<file path="src/afc_pkg.sv">
// afc_pkg: shared constants, payload types and register codes for the box culling block
// no dependencies; every other file refers to it by scoped names
`timescale 1ns / 1ps

package afc_pkg;

  localparam int COORD_WIDTH    = 16;
  localparam int PLANE_COUNT    = 6;
  localparam int NUM_PLANE_REGS = 6;
  localparam int TAG_W          = 16;
  localparam int NORM_W         = 16;
  localparam int FRAC_BITS      = 14;
  localparam int PROD_W         = COORD_WIDTH + NORM_W;
  localparam int D_TERM_W       = NORM_W + FRAC_BITS;
  // three products plus the shifted offset, exact
  localparam int SUM_W          = ((PROD_W + 2) > D_TERM_W ? (PROD_W + 2) : D_TERM_W) + 1;
  localparam int CFG_DATA_W     = 64;
  localparam int REG_IDX_W      = 3;
  localparam int CFG_ADDR_W     = REG_IDX_W + 3;

  typedef logic signed [COORD_WIDTH-1:0] coord_t;
  typedef logic signed [NORM_W-1:0]      norm_t;
  typedef logic signed [PROD_W-1:0]      prod_t;
  typedef logic signed [SUM_W-1:0]       sum_t;
  typedef logic [TAG_W-1:0]              tag_t;
  typedef logic [PLANE_COUNT-1:0]        behind_vec_t;

  typedef struct packed {
    coord_t x;
    coord_t y;
    coord_t z;
  } vec3_t;

  typedef struct packed {
    vec3_t lo;
    vec3_t hi;
  } box_t;

  // register layout: d in 63:48, nz 47:32, ny 31:16, nx 15:0
  typedef struct packed {
    norm_t d;
    norm_t nz;
    norm_t ny;
    norm_t nx;
  } plane_t;

  typedef struct packed {
    tag_t tag;
    logic visible;
  } result_t;

  typedef enum logic [REG_IDX_W-1:0] {
    REG_PLANE_FRONT  = 3'd0,
    REG_PLANE_BACK   = 3'd1,
    REG_PLANE_LEFT   = 3'd2,
    REG_PLANE_RIGHT  = 3'd3,
    REG_PLANE_TOP    = 3'd4,
    REG_PLANE_BOTTOM = 3'd5
  } reg_idx_t;

endpackage

</file>
<file path="src/afc_skid.sv">
// afc_skid: output register with one skid entry, so input ready never waits on output ready
// depends on afc_pkg for the result type
`timescale 1ns / 1ps

module afc_skid (
  input  logic              clk,
  input  logic              rst_n,
  input  logic              push,
  input  afc_pkg::result_t  push_data,
  output logic              room,
  output logic              out_valid,
  input  logic              out_ready,
  output afc_pkg::result_t  out_data
);

  logic             main_v_r;
  logic             skid_v_r;
  afc_pkg::result_t main_r;
  afc_pkg::result_t skid_r;

  assign room      = !skid_v_r;
  assign out_valid = main_v_r;
  assign out_data  = main_r;

  always_ff @(posedge clk) begin
    if (!rst_n) begin
      main_v_r <= 1'b0;
      skid_v_r <= 1'b0;
    end else if (skid_v_r) begin
      if (out_ready) begin
        main_r   <= skid_r;
        skid_v_r <= 1'b0;
      end
    end else if (push) begin
      if (!main_v_r || out_ready) begin
        main_r   <= push_data;
        main_v_r <= 1'b1;
      end else begin
        skid_r   <= push_data;
        skid_v_r <= 1'b1;
      end
    end else if (out_ready) begin
      main_v_r <= 1'b0;
    end
  end

endmodule

</file>
<file path="config.mk">
export PLATFORM = sky130hd
export DESIGN_NAME = afc_skid
export DESIGN_NICKNAME = d
export VERILOG_FILES = /design/src/afc_pkg.sv /design/src/afc_skid.sv
export SDC_FILE = /design/constraint.sdc
export NUM_CORES = 1
export LEC_CHECK = 0
export BUFFER_PORTS_ARGS = -buffer_cell sky130_fd_sc_hd__buf_2
export CORE_ASPECT_RATIO = 1.5
export CORE_MARGIN = 5
export CORE_UTILIZATION = 24
export CTS_BUF_LIST = sky130_fd_sc_hd__clkbuf_8
export DETAILED_ROUTE_END_ITERATION = 7
export SLEW_MARGIN = 5
export SYNTH_ARGS = -nofsm -noshare
export SYNTH_HDL_FRONTEND = slang
export SYNTH_SLANG_ARGS = --single-unit
</file>
<file path="constraint.sdc">
create_clock -name clk -period 2.7 [get_ports clk]
set_input_delay 0.27 -clock clk [delete_from_list [all_inputs] [get_ports clk]]
set_output_delay 0.27 -clock clk [all_outputs]
set_load 0.02 [all_outputs]
</file>
Word-level counts from Yosys, hierarchy flattened
Cells that the tools add are included.

Register bits: 36. Input bits: 21. Output and inout port bits: 19. Word-level logic and storage cells: 30.

Equality and inequality tests: 2. Muxes and demuxes: 11. Bitwise gates (word level): 2. Reduce and logical (&&, ||, !) cells: 9.

Operator list (count): 17-bit two-way mux (4); 4-bit AND reduction (2); 1-bit two-way mux (7); 2-bit nonzero test (3); 3-bit AND reduction (1); 1-bit zero test (2); 2-bit by 1-bit inequality test with 1-bit output, second input constant (1); 2-bit inequality test, second input constant (1); 1-bit inverter (2); 1-bit logical OR (1).

Logic depth before layout (Yosys ltp)
Depth after elaboration: 5. Depth in mapped cells: 3. Mapped depth without buffers: 2.

Worst setup path before layout
OpenSTA, ideal clock, no wires.

Kind: register -> register. Start point: register main_v_r (netlist: out_valid). End point: register skid_r[0] (netlist name) (enable). Setup time: 0.413 ns. Data arrival time: 1.766 ns. Required time: 2.287 ns. Path slack: 0.521 ns. Cell stages (with the launch flop): 3. Path buffers: 0. Period minus slack after synthesis: 2.179 ns. Cells stage by stage: dfxtp_1 nand2_1 nor3_1.

Cells in the longest elaborated chain, start to end: 4.

RTL lines: start: declaration (line afc_skid.sv:16) `logic main_v_r;`; start signal: assignment (line afc_skid.sv:27) `main_v_r <= 1'b0;`; start signal: assignment (line afc_skid.sv:37) `main_v_r <= 1'b1;`; start signal: assignment (line afc_skid.sv:43) `main_v_r <= 1'b0;`; 1-bit zero test (line afc_skid.sv:35) `if (!main_v_r || out_ready) begin`; 1-bit logical OR (line afc_skid.sv:35); 1-bit inverter (no line); 4-bit AND reduction (no line); end signal: assignment (line afc_skid.sv:39) `skid_r <= push_data;`; end: declaration (line afc_skid.sv:19) `afc_pkg::result_t skid_r;`.

Every way passes these cells. A chain may end at the register's enable or synchronous reset.

Worst setup path in the final report
Start point: register main_v_r (netlist: out_valid). End point: register skid_r[10] (netlist name) (enable).

Same word-level chain as after synthesis.

==> results by group <==
Critical path
  • R2R depth: 3
  • Worst path required time: 2680 ps
  • CP max stage delay: 420 ps
  • Crit-path slowest cell: nor3_2
  • Crit Path Class: reg2reg
  • CP Max Fanout: 12
  • Crit path DAT: 1490 ps
  • Endpoint class of the critical path: flop
  • CP Launch Type: flop
  • CP cell instances: nand2_1 -> nor3_2 -> buf_4

CTS
  • Worst skew pair latency: 280 ps
  • CTS HTree Levels: 2
  • CTS sink cnt: 36
  • Root Buffer: clkbuf_8
  • TritonCTS Buffers: 5
  • Clock Path Buffers: 2
  • CTS clk-pin slew, worst paths: 70 ps
  • CTS tree: done
  • Hold_buf cts: 0
  • CTS-repair resized insts: 0
  • Setup repair bufs after CTS: 0

Yosys
  • Register area share after synthesis: 0.7925
  • Ys Warns: 0
  • Synthesized instance count: 66
  • Count of cell types in the netlist: 14
  • Yosys reg bits: 36
  • Synthesized area: 1339 µm²
  • Avg Synthesized Cell Area: 20.28 µm²
  • Post-Syn Nets: 87

Placement
  • Routability Congestion: 0.7394
  • Dpl cell area: 1639 µm²
  • Number of port buffers: 39

STA
  • Worst Skew: 7.803 ps
  • Slew Limit Fails: 0
  • Fmax: 661.1 MHz
  • RSZ-0062 raised after global routing: no
  • Setup TNS: 0 ps
  • Worst-Margin Slew: 532.9 ps
  • Max-slew headroom: 0.6428
  • Fin crit period: 1513 ps
  • Final setup violation count: 0
  • Final period utilization: 0.5602
  • Final Hold Vio Count: 0

Detailed routing
  • Met2 routed WL: 1392 µm
  • DRC Markers: 0
  • Starting DRT DRC Count: 22
  • WL per Instance: 14.27 µm
  • ANT nets after route: 0
  • DRT Pass-1 Iters: 4
  • Highest Signal Layer: met4
  • Via density: 4.164
  • Final wirelength: 2612 µm
  • Met1 WL: 973 µm
  • Via count: 762
  • DR WL met3: 225 µm

Power
  • Clock power frac: 0.325
  • Worst vdd ir: 0.2748 mV
  • Combinational share of power: 0.085
  • Power Density: 630.9 nW/µm²
  • Psw: 236.6 µW
  • Leakage: 0.6271 nW
  • Switch share: 0.2185
  • Seq pwr share: 0.590
  • Internal: 846.4 µW

Status
  • Status: complete, no violations

Final layout
  • Antenna diode count: 0
  • Fillers: 574
  • Final Cell Area: 1717 µm²
  • Layout cells sized above 1: 0.5929
  • Area growth, synth to finish: 28.22%
  • Nets: 134

Worst hold path
  • Hold Crit Class: in2reg
  • Worst hold stages: 1

Global route
  • GRT Total Usage: 0.07929
  • Vias in the first global route: 828
  • Remaining global-route overflow: 0
  • Initial antenna violation count: 0
  • Largest net degree at the start of global routing: 18
  • First-pass GRT wire length: 4188 µm

Floorplanning
  • # IOs: 40
  • Core footprint: 5450 µm²
  • DIE AREA: 7203 µm²
  • Initial Utilization: 0.2456
  • Num rows: 33
  • Die width: 70.98 µm
  • Die span in y: 101.5 µm

Job
  • Max Cap Viol: 0
[worst max-delay path: cells and delay by family (launching register included)]
kind	cells	cell delay (ps)
buffers and inverters	1	320
flip-flops	1	380
AND/OR/NAND/NOR	2	520
[synth_stat cells (all sizes together)]
cell | instances | area (µm²)
a21oi | 1 | 5.000
and2b | 1 | 8.760
buf | 2 | 22.52
dfxtp | 2 | 40.04
edfxtp | 34 | 1021
inv | 1 | 3.750
mux2 | 17 | 191.4
nand2 | 2 | 7.510
nand2b | 1 | 6.260
nand3b | 1 | 7.510
nor2 | 1 | 3.750
nor3 | 1 | 5.000
o21ai | 1 | 5.000
o221a | 1 | 11.26
[final timing paths]
path / start / to / slack, ps
setup / recovery: out_valid$_SDFFE_PN0P_ / skid_r[10]$_DFFE_PP_ / 1190
hold / removal: push_data[7] / skid_r[7]$_DFFE_PP_ / 170
setup reg to reg: out_valid$_SDFFE_PN0P_ / skid_r[10]$_DFFE_PP_ / 1190
hold reg to reg: out_valid$_SDFFE_PN0P_ / out_valid$_SDFFE_PN0P_ / 490
[placed cells by master, fill, tap and decap left out, drive strengths merged]
cell	n
and2b	1
a21oi	1
o221a	1
buf	42
clkinv	1
o21ai	1
nand3b	1
nor2	1
nand2b	1
edfxtp	34
dfxtp	2
inv	2
nand2	2
nor3	1
clkbuf	5
mux2	17
[layout make-up]
type                       instances  area, µm²  area share
sequential                        36       1061      0.6181
multi-input combinational         27      256.5      0.1494
timing repair buffer              42      230.2      0.1341
tap                               70      87.58     0.05102
clock buffer                       5      68.82     0.04009
clock inverter                     2      8.758    0.005102
inverter                           1      3.754    0.002187
[power by group through the flow]
stage,combinational (mW),clock (mW),sequential (mW)
after floorplan,0.0317,0,0.670
after global placement,0.0907,0,0.650
after detailed placement,0.0947,0,0.652
after CTS,0.0949,0.371,0.639
after global routing,0.100,0.400,0.641
final,0.0919,0.352,0.639
[per-layer routing]
metal	GRT usage	vias to the layer above
li1	-	349
met1	0.08365	378
met4	0.03473	0
met2	0.1330	33
met3	0.03972	2
met5	0	-
[cells by family (layout without fill, tap and decap cells)]
family	count (synthesis)	in the layout	synth area share
mux	17	17	0.1430
simple gates	7	7	0.02897
flops	36	36	0.7925
buf+inv	3	50	0.01962
compound gates	3	3	0.01588
[state kept, by name, indices dropped and copies added, names as in the netlist]
register	count
out_valid	1
out_data	17
skid_v_r	1
skid_r	17
[per-stage QoR]
step / instances / utilization / power, mW / worst slack, ps / hold slack (ps)
6_report: 183 / 0.3150 / 1.083 / 1187 / 173.8
5_1_grt: 183 / 0.3150 / 1.141 / 1056 / 155.2
4_1_cts: 183 / 0.3150 / 1.105 / 1114 / 165.3
3_5_place_dp: 176 / 0.3007 / 0.7463 / 983.1 / 462.9
3_3_place_gp: 176 / 0.3007 / 0.7410 / 1057 / 459.1
2_1_floorplan: 66 / - / 0.7016 / 521.2 / 368.9
No activity file was read; power rests on OpenSTA's default activity.
