**src/afc_pkg.sv**
```systemverilog
// afc_pkg: shared constants, payload types and register codes for the box culling block
// no dependencies; every other file refers to it by scoped names
`timescale 1ns / 1ps

package afc_pkg;

  localparam int COORD_WIDTH    = 16;
  localparam int PLANE_COUNT    = 6;
  localparam int NUM_PLANE_REGS = 6;
  localparam int TAG_W          = 16;
  localparam int NORM_W         = 16;
  localparam int FRAC_BITS      = 14;
  localparam int PROD_W         = COORD_WIDTH + NORM_W;
  localparam int D_TERM_W       = NORM_W + FRAC_BITS;
  // three products plus the shifted offset, exact
  localparam int SUM_W          = ((PROD_W + 2) > D_TERM_W ? (PROD_W + 2) : D_TERM_W) + 1;
  localparam int CFG_DATA_W     = 64;
  localparam int REG_IDX_W      = 3;
  localparam int CFG_ADDR_W     = REG_IDX_W + 3;

  typedef logic signed [COORD_WIDTH-1:0] coord_t;
  typedef logic signed [NORM_W-1:0]      norm_t;
  typedef logic signed [PROD_W-1:0]      prod_t;
  typedef logic signed [SUM_W-1:0]       sum_t;
  typedef logic [TAG_W-1:0]              tag_t;
  typedef logic [PLANE_COUNT-1:0]        behind_vec_t;

  typedef struct packed {
    coord_t x;
    coord_t y;
    coord_t z;
  } vec3_t;

  typedef struct packed {
    vec3_t lo;
    vec3_t hi;
  } box_t;

  // register layout: d in 63:48, nz 47:32, ny 31:16, nx 15:0
  typedef struct packed {
    norm_t d;
    norm_t nz;
    norm_t ny;
    norm_t nx;
  } plane_t;

  typedef struct packed {
    tag_t tag;
    logic visible;
  } result_t;

  typedef enum logic [REG_IDX_W-1:0] {
    REG_PLANE_FRONT  = 3'd0,
    REG_PLANE_BACK   = 3'd1,
    REG_PLANE_LEFT   = 3'd2,
    REG_PLANE_RIGHT  = 3'd3,
    REG_PLANE_TOP    = 3'd4,
    REG_PLANE_BOTTOM = 3'd5
  } reg_idx_t;

endpackage

```
**src/afc_cfg.sv**
```systemverilog
// afc_cfg: apb-style register file holding the six frustum planes
// depends on afc_pkg
`timescale 1ns / 1ps

module afc_cfg (
  input  logic                           clk,
  input  logic                           rst_n,
  input  logic                           cfg_psel,
  input  logic                           cfg_penable,
  input  logic                           cfg_pwrite,
  input  logic [afc_pkg::CFG_ADDR_W-1:0] cfg_paddr,
  input  logic [afc_pkg::CFG_DATA_W-1:0] cfg_pwdata,
  output logic [afc_pkg::CFG_DATA_W-1:0] cfg_prdata,
  output logic                           cfg_pready,
  output afc_pkg::plane_t                planes [afc_pkg::NUM_PLANE_REGS]
);

  afc_pkg::plane_t                plane_r [afc_pkg::NUM_PLANE_REGS];
  logic [afc_pkg::REG_IDX_W-1:0]  idx;
  logic                           idx_ok;
  logic                           wr_en;

  // registers sit on 8-byte boundaries
  assign idx    = cfg_paddr[afc_pkg::CFG_ADDR_W-1:3];
  assign idx_ok = (idx <= afc_pkg::REG_PLANE_BOTTOM);
  assign wr_en  = cfg_psel & cfg_penable & cfg_pwrite & cfg_pready;
  assign cfg_pready = 1'b1;

  always_ff @(posedge clk) begin
    if (!rst_n) begin
      for (int i = 0; i < afc_pkg::NUM_PLANE_REGS; i++) begin
        plane_r[i] <= '0;
      end
    end else if (wr_en && idx_ok) begin
      plane_r[idx] <= afc_pkg::plane_t'(cfg_pwdata);
    end
  end

  always_comb begin
    cfg_prdata = '0;
    if (idx_ok) begin
      cfg_prdata = afc_pkg::CFG_DATA_W'(plane_r[idx]);
    end
  end

  assign planes = plane_r;

endmodule

```
**config.mk**
```make
export PLATFORM = sky130hd
export DESIGN_NAME = afc_cfg
export DESIGN_NICKNAME = d
export VERILOG_FILES = /design/src/afc_pkg.sv /design/src/afc_cfg.sv
export SDC_FILE = /design/constraint.sdc
export NUM_CORES = 1
export LEC_CHECK = 0
export BUFFER_PORTS_ARGS = -buffer_cell sky130_fd_sc_hd__buf_2
export CAP_MARGIN = 5
export CORE_AREA = 2 2 204 206
export DETAILED_ROUTE_END_ITERATION = 12
export DIE_AREA = 0 0 206 208
export PLACE_DENSITY = 0.7
export SETUP_SLACK_MARGIN = 0.1
export SYNTH_ARGS = -nofsm -noshare
export SYNTH_HDL_FRONTEND = slang
export SYNTH_SLANG_ARGS = --single-unit
```
**constraint.sdc**
```tcl
create_clock -name clk -period 2.1 [get_ports clk]
set_input_delay 0.42 -clock clk [delete_from_list [all_inputs] [get_ports clk]]
set_output_delay 0.42 -clock clk [all_outputs]
set_load 0.02 [all_outputs]
```
Yosys cells after proc, flatten, opt, wreduce, memory -nomap -nowiden

Index checks and enable logic that the tools add are counted.

Register bits: 384
Memories: 0
Latch bits: 0
Bits in writable memories: 0
Word-level logic and storage cells: 39
ROM bits: 0

Reduce and logical (&&, ||, !) cells: 2
Add/subtract/negate cells: 0
Multiply operators: 0
Equal/unequal tests: 0
Multiplexer cells: 7
Shift-type cells: 0
Order comparisons: 3
Div/mod/pow operators: 0
Bitwise operators: 3

Operators by type and width:

| operator           | number |
|---|---|
| $bwmux 384         | 1 |
| $mux 64            | 4 |
| $bmux 64 s3        | 1 |
| $demux 64 s3       | 1 |
| $ge 4x4->1 const B | 1 |
| $lt 4x1->1 const B | 1 |
| $not 3->4          | 1 |
| $le 3x3->1 const B | 1 |
| $and 1x1->1        | 2 |
| $logic_and 1x1->1  | 2 |

Longest topological paths before layout

Depth after elaboration: 6
Gate-level depth with buffers: 7

Least setup slack after synthesis

No wires, ideal clock.

Path kind: in2out
Start: in cfg_paddr[3] (netlist bit)
End: out cfg_prdata[19] (netlist bit)
Stages: 6
Setup slack: -81 ps
Required time: 1,680 ps
Buffers on the path: 3
Arrival: 1,761 ps
Cell sequence: buf_4 buf_4 nor2b_1 buf_2 a22oi_1 o21ai_0

Cells in the longest elaborated chain, start to end: 5
Elaborated cells between the ends (all ways): 6
Classes of those cells: order compare (1); mux (4); bitwise (1)

RTL lines:

| element                                    | line          | source |
|---|---|---|
| start: declaration                         | afc_cfg.sv:11 | `input logic [afc_pkg::CFG_ADDR_W-1:0] cfg_paddr,` |
| $not 3->4 (not written as such)            | afc_cfg.sv:42 | `cfg_prdata = afc_pkg::CFG_DATA_W'(plane_r[idx]);` |
| $bmux 64 s3                                | afc_cfg.sv:42 |  |
| $mux 64 (not written as such) (2 in a row) | afc_cfg.sv:42 |  |
| $mux 64 (*)                                | afc_cfg.sv:41 | `if (idx_ok) begin` |
| end: declaration                           | afc_cfg.sv:13 | `output logic [afc_pkg::CFG_DATA_W-1:0] cfg_prdata,` |

Mark *: on every way between the ends. The rest lies on a longest branch, timed or not. The select of a mux whose other input is x is not followed.

Worst setup path after layout

Start: in cfg_paddr[5] (netlist bit)
End: out cfg_prdata[52] (netlist bit)

The elaborated chain is that of the path after synthesis.

==> results.yml <==
status:
  outcome: "finished, final reports clean"
timing:
  setup_ws_ns: 0.0349
  hold_viol: 0
  setup_viol: 0
  rsz0062_at_grt: "true"
  skew_ns: 0
  fin_setup_tns_ns: 0
  whs_ns: 0.247
  slew_viol_final: 0
  period_needed_ns: 2.07
  period_share: 0.983
  fmax_mhz: 484
global_route:
  overflow: 0
  grt_use_total: 0.292
  grt_pass1_wl_um: 95900
  antenna_found_initial: 1
  grt_start_max_net_pins: 57
  first_global_vias: 16001
logic_synthesis:
  synth_warnings: 0
  synth.distinct_cells: 37
  synth_top_area_frac: 0.450
  netlist_area_um2: 17100
  syn_area_per_cell_um2: 9.99
  syn_nets: 1786
  synth_area_leader_cell: "dfxtp_1"
  synthCells: 1711
  ys_seq_elements: 384
  synth_seq_area_share: 0.450
  synthTopCellsByArea: "dfxtp_1 (45%), mux2i_1 (24%), nand2_1 (9.9%)"
placed_design:
  preCtsSetupSlack_ns: -0.116
  place_congestion: 0.869
  dp_hpwl_um: 44900
  io_buffers: 519
  placed_cells: 2747
clocking:
  numCtsBuffers: 42
  hold_buffers: 0
  clk_pin_slew_ns: 0.06
  cts_max_path_buffers: 3
  clkLatencyLatePin_ns: 0.57
  tritoncts: "built"
  cts.sinks: 384
  clockRootBuffer: "clkbuf_16"
  h-tree-depth: 2
worst_setup_path:
  path_max_fanout: 13
  critPathRequiredTime_ns: 1.68
  startpoint_type: "input port"
  worstPathArrival_ns: 1.65
  end_kind: "output pin"
  crit_type: "in2out"
power:
  switchingPower_w: 0.00400
  seqPwrFrac: 0.458
  peakVddDrop_mv: 0.696
  p_int_w: 0.0121
  clock_power_share: 0.448
  swShare: 0.248
  power_density_nw_per_um2: 654
  p_comb_frac: 0.094
  p_leak_nw: 10.4
floorplanning:
  die_w_um: 206
  boundaryPins: 524
  die_y_um: 208
  initial_core_util: 0.422
  fp.coreArea_um2: 40600
  die_area_um2: 42800
  num_rows: 74
detailed_routing:
  top_layer_used: "met4"
  met1_length_um: 26500
  wire_per_inst_um: 23.3
  wl_met2_um: 32100
  met3_length_um: 5510
  finalWirelength_um: 67300
  vias: 15859
  drtIter0Drc: 1064
  drc: 0
  firstDrtPassIters: 5
  drtAntennaViolNets: 0
  via_per_inst: 5.50
job:
  maxCapViolCount: 0
cells_and_area:
  layout.cells.non_filler: 2885
  final_nets: 2397
  syn2layout_area_growth_pct: 44.3
  drive_gt1_frac: 0.479
  largest_reg_flops: 384
min_path:
  hold_class: "in2reg"
==> per-layer routing <==
layer / global-route usage / up-vias
met3: 0.0742 / 175
met5: 0 / -
met4: 0.160 / 0
li1: - / 7240
met2: 0.483 / 721
met1: 0.343 / 7723
==> final cells by class <==
class / count / area (um^2)
Sequential cell: 384 / 7840
Clock inverter: 15 / 146
Antenna cell: 1 / 2.50
Timing Repair Buffer: 712 / 5440
Inverter: 23 / 86.3
Fill cell: 3234 / 15900
Clock buffer: 59 / 1180
Tap cell: 532 / 666
Multi-Input combinational cell: 1159 / 9300
==> cells in the final DEF (no fill, tap or decap), drive strengths merged, types with 24 or more instances in the layout <==
| cell type | n |
|---|---|
| buf | 702 |
| nand2 | 453 |
| mux2i | 413 |
| dfxtp | 384 |
| mux2 | 82 |
| a22oi | 71 |
| clkbuf | 66 |
| o22ai | 25 |
| inv | 24 |
==> synth_stat cells (all sizes together) <==
cell type / n
a221o: 14
a22o: 14
a22oi: 71
a32oi: 14
and2: 3
buf: 75
clkbuf: 70
clkinv: 1
conb: 1
dfxtp: 384
inv: 22
mux2: 82
mux2i: 413
nand2: 453
nand2b: 2
nand3: 7
nand4: 1
nand4b: 1
nor2: 6
nor2b: 4
nor3b: 1
o211ai: 6
o21ai: 14
o221ai: 5
o22a: 1
o22ai: 25
o32a: 6
o32ai: 14
or2: 1
==> kinds of logic after synthesis <==
kind of cell	Yosys count	synth area share
multiplexers	495	0.296
AND/OR/NAND/NOR	479	0.114
flip-flops	384	0.450
AO/OA/AOI/OAI	184	0.0833
buffers and inverters	168	0.0575
other	1	0.000219
==> stage by stage <==
step | area, um^2 | power [W] | util
2_1_floorplan | 17300 | 0.00819 | -
3_3_place_gp | 21300 | 0.00877 | 0.526
3_5_place_dp | 21300 | 0.00879 | 0.526
4_1_cts | 23700 | 0.0161 | 0.583
5_1_grt | 24700 | 0.0166 | 0.608
6_report | 24700 | 0.0161 | 0.608
==> worst paths after layout <==
check	start	end	slack (ns)	depth (start not counted)
worst max-delay path	cfg_paddr[5]	cfg_prdata[52]	0.03	6
worst min-delay path	cfg_pwdata[42]	planes[362]$_SDFFE_PN0P_	0.25	3
worst max register to register	planes[338]$_SDFFE_PN0P_	planes[338]$_SDFFE_PN0P_	1.38	3
worst min register to register	planes[362]$_SDFFE_PN0P_	planes[362]$_SDFFE_PN0P_	0.46	2
==> what timing repair did <==
item | 4_1_cts | 5_1_grt
cloned | 5 | 7
setup endpoints to repair | 62 | 63
gates resized for setup | 170 | 217
pin swaps | 18 | 45
setup buffers | 28 | 23
==> power groups by stage <==
stage	sequential, W	clock [W]	combinational [W]
finish	0.00739	0.00723	0.00151
global route	0.00739	0.00761	0.00157
CTS	0.00738	0.00731	0.00138
detailed placement	0.00754	0	0.00125
global placement	0.00754	0	0.00123
floorplan	0.00760	0	0.000588
==> critical path, cell delays in order <==
cell and delay, ns:
buf_16 0.13, nor2b_4 0.16, buf_12 0.16, a22o_1 0.23, a221o_1 0.36, buf_6 0.16
Note: power is estimated with default switching activity, not from simulation.
