`config.mk`:
```
export PLATFORM = sky130hd
export DESIGN_NAME = afc_plane
export DESIGN_NICKNAME = d
export VERILOG_FILES = /design/src/afc_pkg.sv /design/src/afc_plane.sv
export SDC_FILE = /design/constraint.sdc
export NUM_CORES = 2
export LEC_CHECK = 0
export ABC_AREA = 1
export BUFFER_PORTS_ARGS = -buffer_cell sky130_fd_sc_hd__buf_2
export CORE_ASPECT_RATIO = 1.1
export CORE_UTILIZATION = 65
export DETAILED_ROUTE_END_ITERATION = 7
export PLACE_DENSITY = 0.92
export RECOVER_POWER = 25
export SYNTH_ARGS = -nofsm -noshare
export SYNTH_HDL_FRONTEND = slang
export SYNTH_SLANG_ARGS = --single-unit
```
`constraint.sdc`:
```
create_clock -name clk -period 20.4 [get_ports clk]
set_clock_uncertainty 0.05 [all_clocks]
set_input_delay 3.06 -clock clk [delete_from_list [all_inputs] [get_ports clk]]
set_output_delay 3.06 -clock clk [all_outputs]
set_load 0.005 [all_outputs]
```
`src/afc_pkg.sv`:
```
// afc_pkg: shared constants, payload types and register codes for the box culling block
// no dependencies; every other file refers to it by scoped names
`timescale 1ns / 1ps

package afc_pkg;

  localparam int COORD_WIDTH    = 16;
  localparam int PLANE_COUNT    = 6;
  localparam int NUM_PLANE_REGS = 6;
  localparam int TAG_W          = 16;
  localparam int NORM_W         = 16;
  localparam int FRAC_BITS      = 14;
  localparam int PROD_W         = COORD_WIDTH + NORM_W;
  localparam int D_TERM_W       = NORM_W + FRAC_BITS;
  // three products plus the shifted offset, exact
  localparam int SUM_W          = ((PROD_W + 2) > D_TERM_W ? (PROD_W + 2) : D_TERM_W) + 1;
  localparam int CFG_DATA_W     = 64;
  localparam int REG_IDX_W      = 3;
  localparam int CFG_ADDR_W     = REG_IDX_W + 3;

  typedef logic signed [COORD_WIDTH-1:0] coord_t;
  typedef logic signed [NORM_W-1:0]      norm_t;
  typedef logic signed [PROD_W-1:0]      prod_t;
  typedef logic signed [SUM_W-1:0]       sum_t;
  typedef logic [TAG_W-1:0]              tag_t;
  typedef logic [PLANE_COUNT-1:0]        behind_vec_t;

  typedef struct packed {
    coord_t x;
    coord_t y;
    coord_t z;
  } vec3_t;

  typedef struct packed {
    vec3_t lo;
    vec3_t hi;
  } box_t;

  // register layout: d in 63:48, nz 47:32, ny 31:16, nx 15:0
  typedef struct packed {
    norm_t d;
    norm_t nz;
    norm_t ny;
    norm_t nx;
  } plane_t;

  typedef struct packed {
    tag_t tag;
    logic visible;
  } result_t;

  typedef enum logic [REG_IDX_W-1:0] {
    REG_PLANE_FRONT  = 3'd0,
    REG_PLANE_BACK   = 3'd1,
    REG_PLANE_LEFT   = 3'd2,
    REG_PLANE_RIGHT  = 3'd3,
    REG_PLANE_TOP    = 3'd4,
    REG_PLANE_BOTTOM = 3'd5
  } reg_idx_t;

endpackage

```
`src/afc_plane.sv`:
```
// afc_plane: three-stage test of one box against one plane
// products, then per-axis maximum and partial sum, then full sum and sign; uses afc_pkg
`timescale 1ns / 1ps

module afc_plane (
  input  logic            clk,
  input  logic            adv,
  input  afc_pkg::box_t   box,
  input  afc_pkg::plane_t plane,
  output logic            behind
);

  afc_pkg::norm_t  n      [3];
  afc_pkg::coord_t lo     [3];
  afc_pkg::coord_t hi     [3];
  afc_pkg::prod_t  lo_nxt [3];
  afc_pkg::prod_t  hi_nxt [3];
  afc_pkg::prod_t  lo_r   [3];
  afc_pkg::prod_t  hi_r   [3];
  afc_pkg::prod_t  top    [3];
  afc_pkg::sum_t   xy_nxt;
  afc_pkg::sum_t   xy_r;
  afc_pkg::prod_t  z_r;
  afc_pkg::sum_t   total;
  logic            behind_nxt;
  logic            behind_r;

  always_comb begin
    n[0]  = plane.nx;  n[1]  = plane.ny;  n[2]  = plane.nz;
    lo[0] = box.lo.x;  lo[1] = box.lo.y;  lo[2] = box.lo.z;
    hi[0] = box.hi.x;  hi[1] = box.hi.y;  hi[2] = box.hi.z;
    for (int a = 0; a < 3; a++) begin
      lo_nxt[a] = afc_pkg::prod_t'(n[a]) * afc_pkg::prod_t'(lo[a]);
      hi_nxt[a] = afc_pkg::prod_t'(n[a]) * afc_pkg::prod_t'(hi[a]);
    end
  end

  // the corner furthest in front takes the larger term on each axis,
  // so all eight corners are behind exactly when that one is
  always_comb begin
    for (int a = 0; a < 3; a++) begin
      top[a] = (lo_r[a] > hi_r[a]) ? lo_r[a] : hi_r[a];
    end
    xy_nxt = afc_pkg::sum_t'(top[0]) + afc_pkg::sum_t'(top[1]);
  end

  always_comb begin
    total = xy_r + afc_pkg::sum_t'(z_r)
          + (afc_pkg::sum_t'(plane.d) <<< afc_pkg::FRAC_BITS);
    behind_nxt = total[afc_pkg::SUM_W-1];
  end

  always_ff @(posedge clk) begin
    if (adv) begin
      lo_r     <= lo_nxt;
      hi_r     <= hi_nxt;
      xy_r     <= xy_nxt;
      z_r      <= top[2];
      behind_r <= behind_nxt;
    end
  end

  assign behind = behind_r;

endmodule

```
Word level (Yosys, flattened, before mapping) --
Index checks and enable logic that the tools add are counted.
Storage, ports and cells: flip-flop bits (word level) 260, latch bits 0, RAM bits 0, memory bits (read-only) 0, output and inout bits 1, word-level logic and storage cells 24, memories kept 0
Operators by class: add/sub/neg operators 3, $mul 6, divide/modulo/power cells 0, magnitude comparators 3, equal/unequal tests 0, shift-type cells 0, mux-type cells 3, bitwise logic cells 0, reductions and logical operators 0
Operator list (number):
- $mul 16x16->32 | 6
- $gt 32x32->1 | 3
- $mux 32 | 3
- $add 35x30->35 | 1
- $add 35x32->35 | 1
- $add 32x32->33 | 1

Depth between registers and ports, before layout --
depth in word-level cells 3, mapped depth 31, depth with buffers taken out 30

Worst setup path before layout --
No wires, ideal clock.
kind in2reg, from input box[83] (netlist bit), to register lo_r[95] (netlist bit), data pin, library setup time 0.252 ns, arrival time 8.219 ns, slack 11.879 ns, stages on the path 24, path buffers 2, cells stage by stage clkbuf_1 clkbuf_1 nand2_1 inv_1 fa_1 fa_1 fa_1 fa_1 fa_1 inv_1 fa_1 inv_1 ha_1 nand2_1 nor2_1 inv_1 nor2_1 nand4_1 nand3_1 nand3_1 nand2_1 inv_1 nand2_1 nand2_1
RTL lines:
- from (decl) | RTL line afc_plane.sv:8 | input afc_pkg::box_t box,
- to (signal assigned) | RTL line afc_plane.sv:55 | lo_r <= lo_nxt;
- to (decl) | RTL line afc_plane.sv:18 | afc_pkg::prod_t lo_r [3];

Final worst setup path --
from input adv, to register hi_r[18] (netlist bit), enable pin
RTL lines:
- from (decl) | RTL line afc_plane.sv:7 | input logic adv,
- to (signal assigned) | RTL line afc_plane.sv:56 | hi_r <= hi_nxt;
- to (decl) | RTL line afc_plane.sv:19 | afc_pkg::prod_t hi_r [3];
No word-level cell between the ends.

==> metrics.md <==
| Metric | Value |
|---|---|
| Non-filler cells, final | 10800 |
| Vias in the first global route | 67700 |
| Syn. warnings | 0 |
| Share of cells above drive strength 1 | 0.0260 |
| Multiplexer share of the synthesized area | 0 |
| WL final | 199000 µm |
| Synth async-reset ratio | 0 |
| F_max | 0.105 GHz |
| Crit-path leading delay family | buffers and inverters |
| R2r startpoint | hi_r[95]$_DFFE_PP_ |
| Setup TNS | 0 ns |
| Area delta synth->final | 3.24% |
| Failing checks | DRC, capacitance limit, slew limit |
| Largest net degree at the start of global routing | 127 |
| Hold endpoint | z_r[7]$_DFFE_PP_ |
| Slowest CP cell | clkbuf_1 |
| Post-Syn Area | 76500 µm² |
| Relative slew slack | -3.89 |
| Seq/Total Area, Yosys | 0.101 |
| Finished Cell Area | 79000 µm² |
| Antenna violations before repair | 5 |
| Type of element capturing the critical path | flip-flop |
| Reg area | 7750 µm² |
| Syn_area_per_cell | 8.15 µm² |
| Setup bufs post-CTS | 0 |
| Worst Setup Start Kind | input port |
| Compound-Gate Fraction of Synth Area | 0.0391 |
| Synthesized instance count | 9389 |
| TritonCTS Buffers | 30 |
| Final hold violations | 0 |
| Vias per std cell | 5.66 |
| DIE AREA | 119000 µm² |
| CP max FO | 126 |
| Core Area | 116000 µm² |
| Synth area leaders | fa_1 42%, inv_1 14%, nand2_1 11% |
| Post-DP HPWL | 163000 µm |
| DP Area | 77900 µm² |
| Max Slew Vio Count | 223 |
| Setup CP Type | input port to flip-flop |
| Hold wc startpoint | hi_r[7]$_DFFE_PP_ |
| Final RePlAce weighted congestion | 0.959 |
| Clock buffer depth | 3 |
| Grt ovf | 0 |
| Remaining DRCs | 12 |
| Largest family of logic cells by synthesized area | adder cells |
| CP max stage delay | 4.98 ns |
| Fin crit share | 0.467 |
| Final #Nets | 11700 |
| Vias | 61100 |
| First DRT Iteration DRCs | 5375 |
| Pin slew with the least headroom to its limit | 7.33 ns |
| Cell taking the most area after synthesis | fa_1 |
| Post-synthesis adder-cell area fraction | 0.525 |
| R2R setup slack | 15.14 ns |
| Placed Cells | 10700 |
| Fill cells | 8562 |
| Antenna Nets Post-Route | 0 |
| Max-Cap Viols | 4 |
| Root buffer cell | clkbuf_16 |
| CP cell instances | clkbuf_1 -> buf_4 |
| CP bufs+invs | 2 |
| Synth Flop Type | edfxtp_1 |
| Worst min path class | flip-flop to flip-flop |
| FF+latch count, synth | 258 |
| Avg WL per Cell | 18.4 µm |
| Status | finished with violations |
| DR pass1 iterations | 8 |
| Clk sinks | 258 |
| Critical Path RT | 20.54 ns |
| # IOs | 163 |
| Area of the multi-input gates | 56900 µm² |
| Overall routing resource usage | 0.347 |
| Starting density of the core | 0.658 |
| Die width | 329 µm |
| Unique masters post-synth | 46 |
| Fin util | 0.679 |
| Post-Synth XOR/XNOR Area | 0.0261 |
| H-tree depth | 1 |
| Simple-Gate Fraction of Synth Area | 0.153 |
| Cell count of the worst reg-to-reg path | 21 |
| Worst-skew pair later-pin latency | 0.60 ns |
| Post_cts resized | 0 |
| CTS clk-pin slew, worst paths | 0.06 ns |
| Cell Rows | 131 |
| First-pass GRT wire length | 329000 µm |
| Hold Path Stages | 2 |
| Port bufs | 162 |
| Share of the synthesized area in the top cell type | 0.416 |
| # setup viols final | 0 |
| Worst EP arrival | 9.67 ns |
| Post-synth EDFFs | 258 |
| Die height | 362 µm |
| RSZ-0062 raised after global routing | no |
| CTS tree | done |
| Worst R2R End | xy_r[20]$_DFFE_PP_ |
| Post-CTS Hold Buffers | 0 |
| Syn nets | 11800 |
| Minimum clock period | 9.53 ns |
==> worst max path at each step <==
stage,startpoint,end,slack (ns),depth (start not counted)
final,adv,hi_r[18]$_DFFE_PP_,10.87,2
after floorplan,box[83],lo_r[95]$_DFFE_PP_,11.88,24
after global placement,plane[15],lo_r[95]$_DFFE_PP_,11.34,23
after detailed placement,plane[47],hi_r[31]$_DFFE_PP_,11.15,23
after CTS,plane[47],hi_r[31]$_DFFE_PP_,11.75,23
after global routing,adv,hi_r[18]$_DFFE_PP_,10.47,2
==> per-stage QoR <==
step | hold WS [ns] | setup slack, ns
after floorplan | 0.463 | 11.88
after global placement | 0.476 | 11.34
after detailed placement | 0.480 | 11.15
after CTS | 0.493 | 11.75
after global routing | 0.519 | 10.47
final | 0.496 | 10.87
==> final cells by class <==
cell class / count / area share
Multi-Input combinational cell: 5982 / 0.720
Inverter: 2786 / 0.132
Sequential cell: 258 / 0.0980
Tap cell: 1529 / 0.0242
Timing Repair Buffer: 173 / 0.0112
Clock buffer: 34 / 0.00969
Clock inverter: 22 / 0.00418
Antenna cell: 3 / 0.0000950
==> registers in the layout, summed over array words and instances, names as in the netlist <==
| register | flops |
|---|---|
| behind | 1 |
| xy_r | 33 |
| lo_r | 96 |
| hi_r | 96 |
| z_r | 32 |
==> cell usage after synthesis (all sizes together), types with 7 or more instances <==
library cell	number
inv	2786
nand2	2259
fa	1592
ha	665
clkbuf	337
nor2	326
a21oi	285
edfxtp	258
nand3	189
o21ai	155
xor2	141
nand4	98
xnor2	87
nor3	56
a21o	34
buf	26
o21bai	20
o21a	14
a31oi	10
o211ai	9
a21boi	7
or2	7
==> placed cells by master (no fill, tap or decap), types with 18 or more instances in the layout <==
cell       count
xor2_1       141
nand4_1       98
fa_1        1592
a21oi_1      283
o21ai_0      141
nand3_1      187
nand2_1     2257
nor3_1        55
edfxtp_1     258
nor2_1       325
ha_1         665
a21o_1        34
buf_2        159
xnor2_1       87
o21bai_1      18
clkbuf_16     30
inv_1       2786
==> metal layers <==
metal | GRT usage | up-vias | share of wire
met3 | 0.0592 | 1049 | 0.095
met1 | 0.409 | 29700 | 0.35
met5 | 0 | - | 0.00017
met2 | 0.603 | 3511 | 0.50
met4 | 0.183 | 6 | 0.061
li1 | - | 26800 | -
==> cell families (layout without fill, tap and decap cells) <==
kind of cell             after synthesis  count (layout)
AO/OA/AOI/OAI                        544             544
other                                  0               3
flip-flops                           258             258
buffers and inverters               3149            3015
AND/OR/NAND/NOR                     2953            2953
XOR/XNOR                             228             228
adder cells (fa/ha/maj)             2257            2257
Power is not shown: default switching activity piles up to over one toggle a cycle in this logic, so the estimate is an artifact.
